$ cat src/sv/rbd_pkg.sv
`timescale 1ns / 1ps
// ----------------------------------------------------------------------------
// rbd_pkg
// shared types, constants and helpers of the retry backoff delay block
// ----------------------------------------------------------------------------
package rbd_pkg;

  localparam int unsigned DelayW  = 32;
  localparam int unsigned BaseW   = 20;
  localparam int unsigned RetryW  = 16;
  localparam int unsigned KindW   = 2;
  localparam int unsigned PolicyW = 3;
  localparam int unsigned IndexW  = 2;

  // span of a draw is one bit wider than a delay
  localparam int unsigned SpanW = DelayW + 1;

  localparam logic [DelayW-1:0] LfsrTaps  = 32'h8020_0003;
  localparam logic [DelayW-1:0] LfsrReset = 32'h0000_0001;

  localparam logic [3:0] ShiftCapExp  = 4'd10;
  localparam logic [3:0] ShiftCapCont = 4'd8;

  localparam logic [DelayW-1:0] LockLo  = 32'd10;
  localparam logic [DelayW-1:0] LockHi  = 32'd50;
  localparam logic [DelayW-1:0] ValidLo = 32'd50;
  localparam logic [DelayW-1:0] ValidHi = 32'd200;

  localparam logic [PolicyW-1:0] PolicyReset = 3'd0;
  localparam logic [BaseW-1:0]   BaseReset   = 20'd10;
  localparam logic [DelayW-1:0]  MaxReset    = 32'd100000;

  // policy codes
  localparam logic [PolicyW-1:0] PolNone  = 3'd0;
  localparam logic [PolicyW-1:0] PolFixed = 3'd1;
  localparam logic [PolicyW-1:0] PolExp   = 3'd2;
  localparam logic [PolicyW-1:0] PolRand  = 3'd3;
  localparam logic [PolicyW-1:0] PolCont  = 3'd4;

  // abort kinds
  localparam logic [KindW-1:0] KindLock  = 2'd0;
  localparam logic [KindW-1:0] KindValid = 2'd1;

  // register indexes
  localparam logic [IndexW-1:0] RegPolicy = 2'd0;
  localparam logic [IndexW-1:0] RegBase   = 2'd1;
  localparam logic [IndexW-1:0] RegMax    = 2'd2;

  // status from divider to sequencer
  typedef struct packed {
    logic busy;
    logic done;
  } div_stat_t;

  function automatic logic [DelayW-1:0] lfsr_step(input logic [DelayW-1:0] x);
    logic [DelayW-1:0] y;
    y = x >> 1;
    if (x[0]) begin
      y = y ^ LfsrTaps;
    end
    return y;
  endfunction

endpackage

$ cat src/sv/rbd_divider.sv
`timescale 1ns / 1ps
// ----------------------------------------------------------------------------
// rbd_divider
// serial restoring remainder unit, one quotient bit per cycle
// ----------------------------------------------------------------------------
module rbd_divider (
  input  logic                            clk,
  input  logic                            rst,
  input  logic                            start,
  input  logic [rbd_pkg::DelayW-1:0]      dividend,
  input  logic [rbd_pkg::SpanW-1:0]       divisor,
  output logic [rbd_pkg::DelayW-1:0]      remainder,
  output rbd_pkg::div_stat_t              stat
);

  localparam int unsigned CntW = $clog2(rbd_pkg::DelayW + 1);

  typedef enum logic {
    S_IDLE,
    S_RUN
  } div_state_t;

  div_state_t                  state;
  logic [rbd_pkg::SpanW-1:0]   rem;
  logic [rbd_pkg::SpanW-1:0]   dsr;
  logic [rbd_pkg::DelayW-1:0]  dq;
  logic [CntW-1:0]             cnt;
  logic                        done;

  logic [rbd_pkg::SpanW:0]     rem_sh;
  logic                        fits;

  always_comb begin
    rem_sh = {rem, dq[rbd_pkg::DelayW-1]};
    fits   = (rem_sh >= {1'b0, dsr});
  end

  always_ff @(posedge clk) begin
    if (rst) begin
      state <= S_IDLE;
      done  <= 1'b0;
      cnt   <= '0;
    end else begin
      done <= 1'b0;
      case (state)
        S_IDLE: begin
          if (start) begin
            rem   <= '0;
            dsr   <= divisor;
            dq    <= dividend;
            cnt   <= CntW'(rbd_pkg::DelayW);
            state <= S_RUN;
          end
        end
        S_RUN: begin
          if (fits) begin
            rem <= rbd_pkg::SpanW'(rem_sh - {1'b0, dsr});
          end else begin
            rem <= rem_sh[rbd_pkg::SpanW-1:0];
          end
          dq  <= dq << 1;
          cnt <= cnt - 1'b1;
          if (cnt == CntW'(1)) begin
            done  <= 1'b1;
            state <= S_IDLE;
          end
        end
        default: state <= S_IDLE;
      endcase
    end
  end

  // remainder is below the divisor, so it fits a delay word
  assign remainder = rem[rbd_pkg::DelayW-1:0];
  assign stat.busy = (state == S_RUN);
  assign stat.done = done;

endmodule

$ cat src/sv/retry_backoff_delay.sv
`timescale 1ns / 1ps
// ----------------------------------------------------------------------------
// retry_backoff_delay
// backoff delay selection for aborted transactions
// ----------------------------------------------------------------------------
// Each request on the slave stream carries an abort kind and a retry count
// and yields one delay in microseconds on the master stream, chosen by the
// policy register: none, fixed, exponential, randomized exponential or
// contention aware. A 32-bit Galois LFSR advances once per request. A request
// that needs no random draw passes from S_CALC straight to S_OUT; one that
// draws also waits in S_DIV for the serial remainder unit, which retires
// one bit of r mod span per cycle over 32 steps. The block takes one request
// at a time; s_tready is high only while the sequencer is idle, and a result
// waiting in the output register does not hold off the next request.
// Configuration writes are always taken and are meant for idle periods.
// ----------------------------------------------------------------------------
module retry_backoff_delay (
  input  logic                           clk,
  input  logic                           rst,
  // request stream
  input  logic                           s_tvalid,
  output logic                           s_tready,
  input  logic [23:0]                    s_tdata,   // abort_kind[1:0], retry_number[17:2]
  // result stream
  output logic                           m_tvalid,
  input  logic                           m_tready,
  output logic [rbd_pkg::DelayW-1:0]     m_tdata,   // delay_us[31:0]
  // configuration write channel
  input  logic                           cfg_valid,
  output logic                           cfg_ready,
  input  logic [rbd_pkg::IndexW-1:0]     cfg_index,
  input  logic [rbd_pkg::DelayW-1:0]     cfg_data
);

  typedef enum logic [1:0] {
    S_IDLE,
    S_CALC,
    S_DIV,
    S_OUT
  } seq_state_t;

  seq_state_t                     state;

  // configuration registers
  logic [rbd_pkg::PolicyW-1:0]    policy_mode;
  logic [rbd_pkg::BaseW-1:0]      base_delay;
  logic [rbd_pkg::DelayW-1:0]     max_delay;

  // request state
  logic [rbd_pkg::DelayW-1:0]     random_register;
  logic [rbd_pkg::KindW-1:0]      kind;
  logic [rbd_pkg::RetryW-1:0]     retry;
  logic [rbd_pkg::DelayW-1:0]     lo;
  logic [rbd_pkg::DelayW-1:0]     result;

  // setup arithmetic
  logic [3:0]                     shift_cap;
  logic [3:0]                     sh;
  logic [29:0]                    shifted;
  logic [rbd_pkg::DelayW-1:0]     cap_val;
  logic [rbd_pkg::DelayW-1:0]     lo_next;
  logic [rbd_pkg::DelayW-1:0]     hi_next;
  logic                           draw;
  logic [rbd_pkg::SpanW-1:0]      span;

  // remainder unit
  logic                           div_start;
  logic [rbd_pkg::DelayW-1:0]     div_rem;
  rbd_pkg::div_stat_t             div_stat;

  logic                           out_free;
  logic                           s_accept;

  assign cfg_ready = 1'b1;
  assign s_tready  = (state == S_IDLE);
  assign s_accept  = s_tvalid && s_tready;
  assign out_free  = !m_tvalid || m_tready;

  always_comb begin
    // contention aware caps the shift lower than the exponential policies
    shift_cap = (policy_mode == rbd_pkg::PolCont) ? rbd_pkg::ShiftCapCont
                                                  : rbd_pkg::ShiftCapExp;
    sh        = (retry < {12'd0, shift_cap}) ? retry[3:0] : shift_cap;
    // a 20-bit base shifted by at most 10 never saturates
    shifted   = {10'd0, base_delay} << sh;
    cap_val   = ({2'b00, shifted} < max_delay) ? {2'b00, shifted} : max_delay;

    draw    = 1'b0;
    lo_next = '0;
    hi_next = '0;
    case (policy_mode)
      rbd_pkg::PolFixed: hi_next = {12'd0, base_delay};
      rbd_pkg::PolExp:   hi_next = cap_val;
      rbd_pkg::PolRand: begin
        draw    = 1'b1;
        lo_next = {12'd0, base_delay};
        hi_next = cap_val;
      end
      rbd_pkg::PolCont: begin
        draw = 1'b1;
        case (kind)
          rbd_pkg::KindLock: begin
            lo_next = rbd_pkg::LockLo;
            hi_next = rbd_pkg::LockHi;
          end
          rbd_pkg::KindValid: begin
            lo_next = rbd_pkg::ValidLo;
            hi_next = rbd_pkg::ValidHi;
          end
          default: begin
            lo_next = {12'd0, base_delay};
            hi_next = cap_val;
          end
        endcase
      end
      default: hi_next = '0;
    endcase

    // empty range answers with the cap itself
    if (hi_next < lo_next) begin
      draw = 1'b0;
    end
    span      = {1'b0, hi_next} - {1'b0, lo_next} + rbd_pkg::SpanW'(1);
    div_start = (state == S_CALC) && draw;
  end

  always_ff @(posedge clk) begin
    if (rst) begin
      state           <= S_IDLE;
      m_tvalid        <= 1'b0;
      policy_mode     <= rbd_pkg::PolicyReset;
      base_delay      <= rbd_pkg::BaseReset;
      max_delay       <= rbd_pkg::MaxReset;
      random_register <= rbd_pkg::LfsrReset;
    end else begin
      if (cfg_valid && cfg_ready) begin
        case (cfg_index)
          rbd_pkg::RegPolicy: policy_mode <= cfg_data[rbd_pkg::PolicyW-1:0];
          rbd_pkg::RegBase:   base_delay  <= cfg_data[rbd_pkg::BaseW-1:0];
          rbd_pkg::RegMax:    max_delay   <= cfg_data;
          default: ;
        endcase
      end

      // in the output state a taken result is replaced by the next one below
      if (m_tvalid && m_tready && (state != S_OUT)) begin
        m_tvalid <= 1'b0;
      end

      case (state)
        S_IDLE: begin
          if (s_accept) begin
            // lfsr steps once per request whatever the policy
            random_register <= rbd_pkg::lfsr_step(random_register);
            kind            <= s_tdata[1:0];
            retry           <= s_tdata[17:2];
            state           <= S_CALC;
          end
        end
        S_CALC: begin
          lo     <= lo_next;
          result <= hi_next;
          state  <= draw ? S_DIV : S_OUT;
        end
        S_DIV: begin
          if (div_stat.done) begin
            result <= lo + div_rem;
            state  <= S_OUT;
          end
        end
        S_OUT: begin
          if (out_free) begin
            m_tdata  <= result;
            m_tvalid <= 1'b1;
            state    <= S_IDLE;
          end
        end
        default: state <= S_IDLE;
      endcase
    end
  end

  rbd_divider u_div (
    .clk       (clk),
    .rst       (rst),
    .start     (div_start),
    .dividend  (random_register),
    .divisor   (span),
    .remainder (div_rem),
    .stat      (div_stat)
  );

endmodule

$ cat config.mk
export PLATFORM = sky130hd
export DESIGN_NAME = retry_backoff_delay
export DESIGN_NICKNAME = d
export VERILOG_FILES = /design/src/sv/rbd_pkg.sv /design/src/sv/rbd_divider.sv /design/src/sv/retry_backoff_delay.sv
export SDC_FILE = /design/constraint.sdc
export NUM_CORES = 1
export LEC_CHECK = 0
export BUFFER_PORTS_ARGS = -buffer_cell sky130_fd_sc_hd__buf_2
export CAP_MARGIN = 15
export CORE_MARGIN = 1
export CORE_UTILIZATION = 30
export CTS_BUF_LIST = sky130_fd_sc_hd__clkbuf_2
export CTS_CLUSTER_DIAMETER = 60
export DETAILED_ROUTE_END_ITERATION = 8
export PLACE_DENSITY_LB_ADDON = 0.08
export SLEW_MARGIN = 30
export SYNTH_ARGS = -nofsm -noshare
export SYNTH_HDL_FRONTEND = slang
export SYNTH_HIERARCHICAL = 1
export SYNTH_SLANG_ARGS = --single-unit
$ cat constraint.sdc
create_clock -name clk -period 17.5 [get_ports clk]
set_clock_uncertainty 0.15 [all_clocks]
set_input_delay 0.875 -clock clk [delete_from_list [all_inputs] [get_ports clk]]
set_output_delay 0.875 -clock clk [all_outputs]
set_load 0.01 [all_outputs]
After elaboration in Yosys (flattened, before gate mapping)
Index checks and enable logic that the tools add are counted.

Input bits: 63. Logic and storage cells: 101. Bits in registers: 310.

Equality and inequality tests: 16. Bitwise gates (word level): 3. Muxes and demuxes: 31. Add/subtract/negate cells: 5. Shift-type cells: 1. Magnitude comparators: 4. Reductions and logical operators: 24.

Operator list (number): case mux 32 bit (2 select lines) (4); 2-to-1 mux 32 bit (4); case mux 32 bit (3 select lines) (1); 2-to-1 mux 33 bit (2); case mux 33 bit (2 select lines) (1); case mux 20 bit (2 select lines) (1); greater-or-equal comparator 34 x 33 -> 1 bit (1); adder 33 x 1 -> 33 bit, second input constant (1); subtractor 32 x 32 -> 33 bit (1); subtractor 33 bit (1); adder 32 bit (1); less-than comparator 30 x 32 -> 1 bit (1); less-than comparator 32 bit (1); left shift 20 x 4 -> 30 bit (1); less-than comparator 16 x 4 -> 1 bit (1); AND reduction 3 bit (5); case mux 6 bit (2 select lines) (1); AND reduction 2 bit (6); 2-to-1 mux 1 bit (9); 2-to-1 mux 2 bit (4); case mux 2 bit (4 select lines) (1); == test 2 x 1 -> 1 bit, second input constant (3); == test 2 bit, second input constant (3); == test 3 x 2 -> 1 bit, second input constant (2); 17 further kinds (28).

Logic depth before layout (Yosys ltp)
Depth in word-level cells: 14. Mapped depth: 35. Mapped depth without buffers: 31.

Modules after synthesis
The synthesis kept the hierarchy.

Modules (own cells, without submodules): retry_backoff_delay (area an instance 13251.5 sq um, instances 1, cells each 1517); rbd_divider (area an instance 6302.3 sq um, instances 1, cells each 596).

Worst setup path after synthesis
No wires, ideal clock.

Path kind: register to register. Start: reg retry[8] in the netlist's numbering. End: reg u_div/dq[0] in the netlist's numbering, enable pin. Clock period less this slack: 9.025 ns. Slack: 8.475 ns. Setup time: 0.488 ns. Path buffers: 2. Cell stages (with the launch flop): 30. Required time: 16.862 ns. Arrival time: 8.387 ns. Cells stage by stage: edfxtp_1 -> nor4_2 -> nand3_2 -> nor4b_4 -> nor2_1 -> o221a_1 -> a211o_1 -> ha_1 -> and3_1 -> a221oi_1 -> o21ai_1 -> a221o_1 -> a21o_1 -> a21oi_1 -> buf_4 -> buf_4 -> mux2i_1 -> o21a_1 -> inv_1 -> ha_1 -> nand2_1 -> o21ai_0 -> a31oi_1 -> o21ai_0 -> a31oi_1 -> o21a_1 -> o31ai_1 -> and3_1 -> nor2_1 -> nor2_1.

Longest elaborated chain between the ends: 12.

RTL lines: start: declaration (line retry_backoff_delay.sv:52) `logic [rbd_pkg::RetryW-1:0] retry;`; start signal: assignment (line retry_backoff_delay.sv:156) `retry <= s_tdata[17:2];`; less-than comparator 16 x 4 -> 1 bit (*) (line retry_backoff_delay.sv:83) `sh = (retry < {12'd0, shift_cap}) ? retry[3:0] : shift_cap;`; 2-to-1 mux 4 bit (*) (line retry_backoff_delay.sv:83); left shift 20 x 4 -> 30 bit (*) (line retry_backoff_delay.sv:85) `shifted = {10'd0, base_delay} << sh;`; less-than comparator 30 x 32 -> 1 bit (line retry_backoff_delay.sv:86) `cap_val = ({2'b00, shifted} < max_delay) ? {2'b00, shifted} : max_delay;`; 2-to-1 mux 32 bit (*) (line retry_backoff_delay.sv:86); case mux 32 bit (2 select lines) (line retry_backoff_delay.sv:101) `case (kind)`; case mux 32 bit (3 select lines) (*) (line retry_backoff_delay.sv:91) `case (policy_mode)`; less-than comparator 32 bit (*) (line retry_backoff_delay.sv:120) `if (hi_next < lo_next) begin`; 2-to-1 mux 1 bit (*) (line retry_backoff_delay.sv:120); logical AND 1 bit (*) (line retry_backoff_delay.sv:124) `div_start = (state == S_CALC) && draw;`; via div_start (line retry_backoff_delay.sv:67) `logic div_start;`; inequality test 2 bit (no source line) (*); AND reduction 2 bit (no source line) (*); end signal: assignment (line rbd_divider.sv:50) `dq <= dividend;`; end signal: assignment (line rbd_divider.sv:61) `dq <= dq << 1;`; end: declaration (line rbd_divider.sv:26) `logic [rbd_pkg::DelayW-1:0] dq;`.

Mark *: on every way through the listed nets, which the timed path passes. The rest lies on a longest branch. A chain may end at the register's enable or synchronous reset.

Final worst setup path
Start: reg policy_mode[2] in the netlist's numbering. End: reg u_div/rem[4] in the netlist's numbering, enable pin.

Longest elaborated chain between the ends: 14. Elaborated cells between the ends (all ways): 21.

RTL lines: start: declaration (line retry_backoff_delay.sv:45) `logic [rbd_pkg::PolicyW-1:0] policy_mode;`; start signal: assignment (line retry_backoff_delay.sv:131) `policy_mode <= rbd_pkg::PolicyReset;`; start signal: assignment (line retry_backoff_delay.sv:138) `rbd_pkg::RegPolicy: policy_mode <= cfg_data[rbd_pkg::PolicyW-1:0];`; == test 3 bit (line retry_backoff_delay.sv:81, retry_backoff_delay.sv:91); 2-to-1 mux 2 bit (line retry_backoff_delay.sv:81) `shift_cap = (policy_mode == rbd_pkg::PolCont) ? rbd_pkg::ShiftCapCont`; less-than comparator 16 x 4 -> 1 bit (line retry_backoff_delay.sv:83); 2-to-1 mux 4 bit (line retry_backoff_delay.sv:83); left shift 20 x 4 -> 30 bit (line retry_backoff_delay.sv:85); less-than comparator 30 x 32 -> 1 bit (line retry_backoff_delay.sv:86); 2-to-1 mux 32 bit (line retry_backoff_delay.sv:86); case mux 32 bit (2 select lines) (line retry_backoff_delay.sv:101); case mux 32 bit (3 select lines) (line retry_backoff_delay.sv:91); less-than comparator 32 bit (line retry_backoff_delay.sv:120); 2-to-1 mux 1 bit (*) (line retry_backoff_delay.sv:120); logical AND 1 bit (*) (line retry_backoff_delay.sv:124); via div_start (line retry_backoff_delay.sv:67); inequality test 2 bit (no source line) (*); AND reduction 2 bit (no source line) (*); end signal: assignment (line rbd_divider.sv:57) `rem <= rbd_pkg::SpanW'(rem_sh - {1'b0, dsr});`; end signal: assignment (line rbd_divider.sv:59) `rem <= rem_sh[rbd_pkg::SpanW-1:0];`; end: declaration (line rbd_divider.sv:24) `logic [rbd_pkg::SpanW-1:0] rem;`.

Marks and branches as above.

==> flow_metrics.py <==
metrics = {
    "status": {
        "outcome": "complete, no violations",
    },
    "timing": {
        "setup_viol": 0,
        "tightestPinTransition_ns": 0.873,
        "period_minus_slack_ns": 9.52,
        "fmax_ghz": 0.105,
        "final_max_slew_viol_count": 0,
        "relSlewSlack_pct": 41.8,
        "setup_ws_ns": 7.98,
        "finalSetupTns_ns": 0,
        "fin_crit_sh_pct": 54.4,
        "hold_viol": 0,
        "grt_setup_unrepaired": "false",
    },
    "grt": {
        "grt_max_degree": 79,
        "grt-ovfl-total": 0,
        "grt_util_all_layers_pct": 17.1,
        "grt_pass1_vias": 15600,
        "grt_first_pass_wirelength_um": 88000,
        "antenna_found_initial": 2,
    },
    "clock_network": {
        "ctsLongestPathBuffers": 3,
        "numCtsBuffers": 88,
        "cts_tree": "yes",
        "path_clk_slew_ns": 0.09,
        "cts_root_buffer": "clkbuf_2",
        "htreeDepth": 3,
        "post_cts_resized": 0,
        "clock-sinks": 298,
        "clock_latency_ns": 1.12,
    },
    "finish": {
        "fillCellCount": 6792,
        "post-route-cell-area_mm2": 0.0220,
        "final_cell_mix": "nand2_1 (318), edfxtp_1 (200), a21oi_1 (199), inv_1 (156), ha_1 (148)",
        "drive_gt1_share_pct": 14.7,
        "finalNetCount": 2465,
        "final_common_cell": "nand2_1",
        "areaGrowthSynthToFinish_pct": 12.5,
    },
    "worst_setup_path": {
        "cp-end-kind": "flop",
        "critPathKind": "flop to flop",
        "required_ns": 18.06,
        "arrival_ns": 10.07,
        "slowest_stage": "nor3b_4",
        "critPathLaunchType": "flop",
        "crit_buf_inv": 3,
        "critPathMaxFanout": 37,
        "crit_path_frequent_cell": "o21ai_0",
        "slowest_delay_ns": 0.67,
        "path_delay_family": "compound AO/OA/AOI/OAI gates",
    },
    "die": {
        "dieWidth_um": 257,
        "dieHeight_um": 257,
        "start_util_pct": 30.3,
        "io_pins": 98,
        "core_area_mm2": 0.0645,
        "die_area_mm2": 0.0662,
        "rows": 93,
    },
    "placement": {
        "dp_slack_ns": 7.29,
        "port_buffers": 90,
        "place.gp.congestion": 0.864,
        "dp_hpwl_um": 42100,
        "post_dp_cell_area_mm2": 0.0206,
    },
    "route": {
        "drtAntennaViolNets": 0,
        "drc_errors": 0,
        "drt_iter0_drc": 921,
        "wl_per_cell_um": 17.9,
        "wl_um": 56400,
        "dr.pass1.iters": 6,
        "vias": 15600,
        "viasPerCell": 4.95,
    },
    "job": {
        "cap_violations": 0,
    },
    "power_and_ir_drop": {
        "power.density_mw_per_mm2": 82.7,
        "power.leakage_uw": 0.00898,
        "combPwrFrac_pct": 24.1,
        "intPower_uw": 1190,
        "clkPwrFrac_pct": 29.1,
        "power.switching_uw": 625,
        "swShare_pct": 34.4,
        "power_frac_seq_pct": 46.7,
        "vdd_drop_max_v": 0.0000488,
    },
    "min_path": {
        "holdCritPathClass": "input pin to flop",
    },
    "logic_synthesis": {
        "synth.avg_cell_area_um2": 9.25,
        "syn_inst": 2112,
        "yosysWarningCount": 6,
        "synth_area_mm2": 0.0195,
    },
}
metal layers:
layer / GRT usage (%) / part of all wire [%] / up-vias
li1: - / - / 7862
met1: 24.0 / 49 / 7345
met5: 0 / 0.023 / -
met2: 26.0 / 43 / 335
met4: 6.89 / 2.9 / 2
met3: 2.56 / 4.4 / 94
layout make-up:
| class | count | area (µm²) | share of cell area, % |
|---|---|---|---|
| Clock buffer | 129 | 646 | 2.94 |
| Clock inverter | 23 | 136 | 0.620 |
| Antenna cell | 3 | 7.51 | 0.0341 |
| Timing Repair Buffer | 164 | 1170 | 5.32 |
| Sequential cell | 298 | 7970 | 36.2 |
| Tap cell | 855 | 1070 | 4.87 |
| Inverter | 158 | 593 | 2.70 |
| Multi-Input combinational cell | 1531 | 10400 | 47.3 |
registers in the layout (all words and copies together), names as in the netlist, 6 cells and up:
register,cells
base_delay,20
random_register,32
u_div/dsr,33
max_delay,32
retry,16
lo,20
result,32
u_div/cnt,6
m_tdata,32
u_div/dq,32
u_div/rem,33
what timing repair did:
item	in CTS	in global routing
setup buffers	0	0
hold buffers	55	0
endpoints found under the hold margin	93	0
power by group through the flow:
| stage | clock network [µW] | registers (µW) | logic, µW |
|---|---|---|---|
| finish | 530 | 849 | 439 |
| global route | 598 | 855 | 489 |
| CTS | 566 | 850 | 446 |
| detailed placement | 0 | 866 | 433 |
| global placement | 0 | 865 | 430 |
| floorplan | 0 | 851 | 308 |
worst register-to-register path, delay by kind of cell (launching register included):
family / cells / cell delay (ns)
flip-flops: 1 / 0.46
buffers and inverters: 3 / 1.08
AND/OR/NAND/NOR: 9 / 2.52
adder cells (fa/ha/maj): 2 / 0.54
AO/OA/AOI/OAI: 15 / 3.95
multiplexers: 1 / 0.42
worst paths after layout:
kind,cells after the start,end,start,slack (ns)
min reg2reg,0,m_tdata[18],result[18],0.24
max,30,u_div/rem[4],policy_mode[2],7.98
max reg2reg,30,u_div/rem[4],policy_mode[2],7.98
min,4,policy_mode[0],cfg_index[0],0.14
metrics by stage:
step	hold slack, ns	utilization [%]	total power [µW]	std cells
after floorplan	0.250	-	1160	2116
after detailed placement	0.255	32.0	1300	2950
after CTS	0.00547	34.0	1860	3157
after global routing	0.101	34.1	1940	3161
final	0.137	34.1	1820	3161
after global placement	0.258	31.9	1300	2949
No activity file was read; power rests on OpenSTA's default activity.
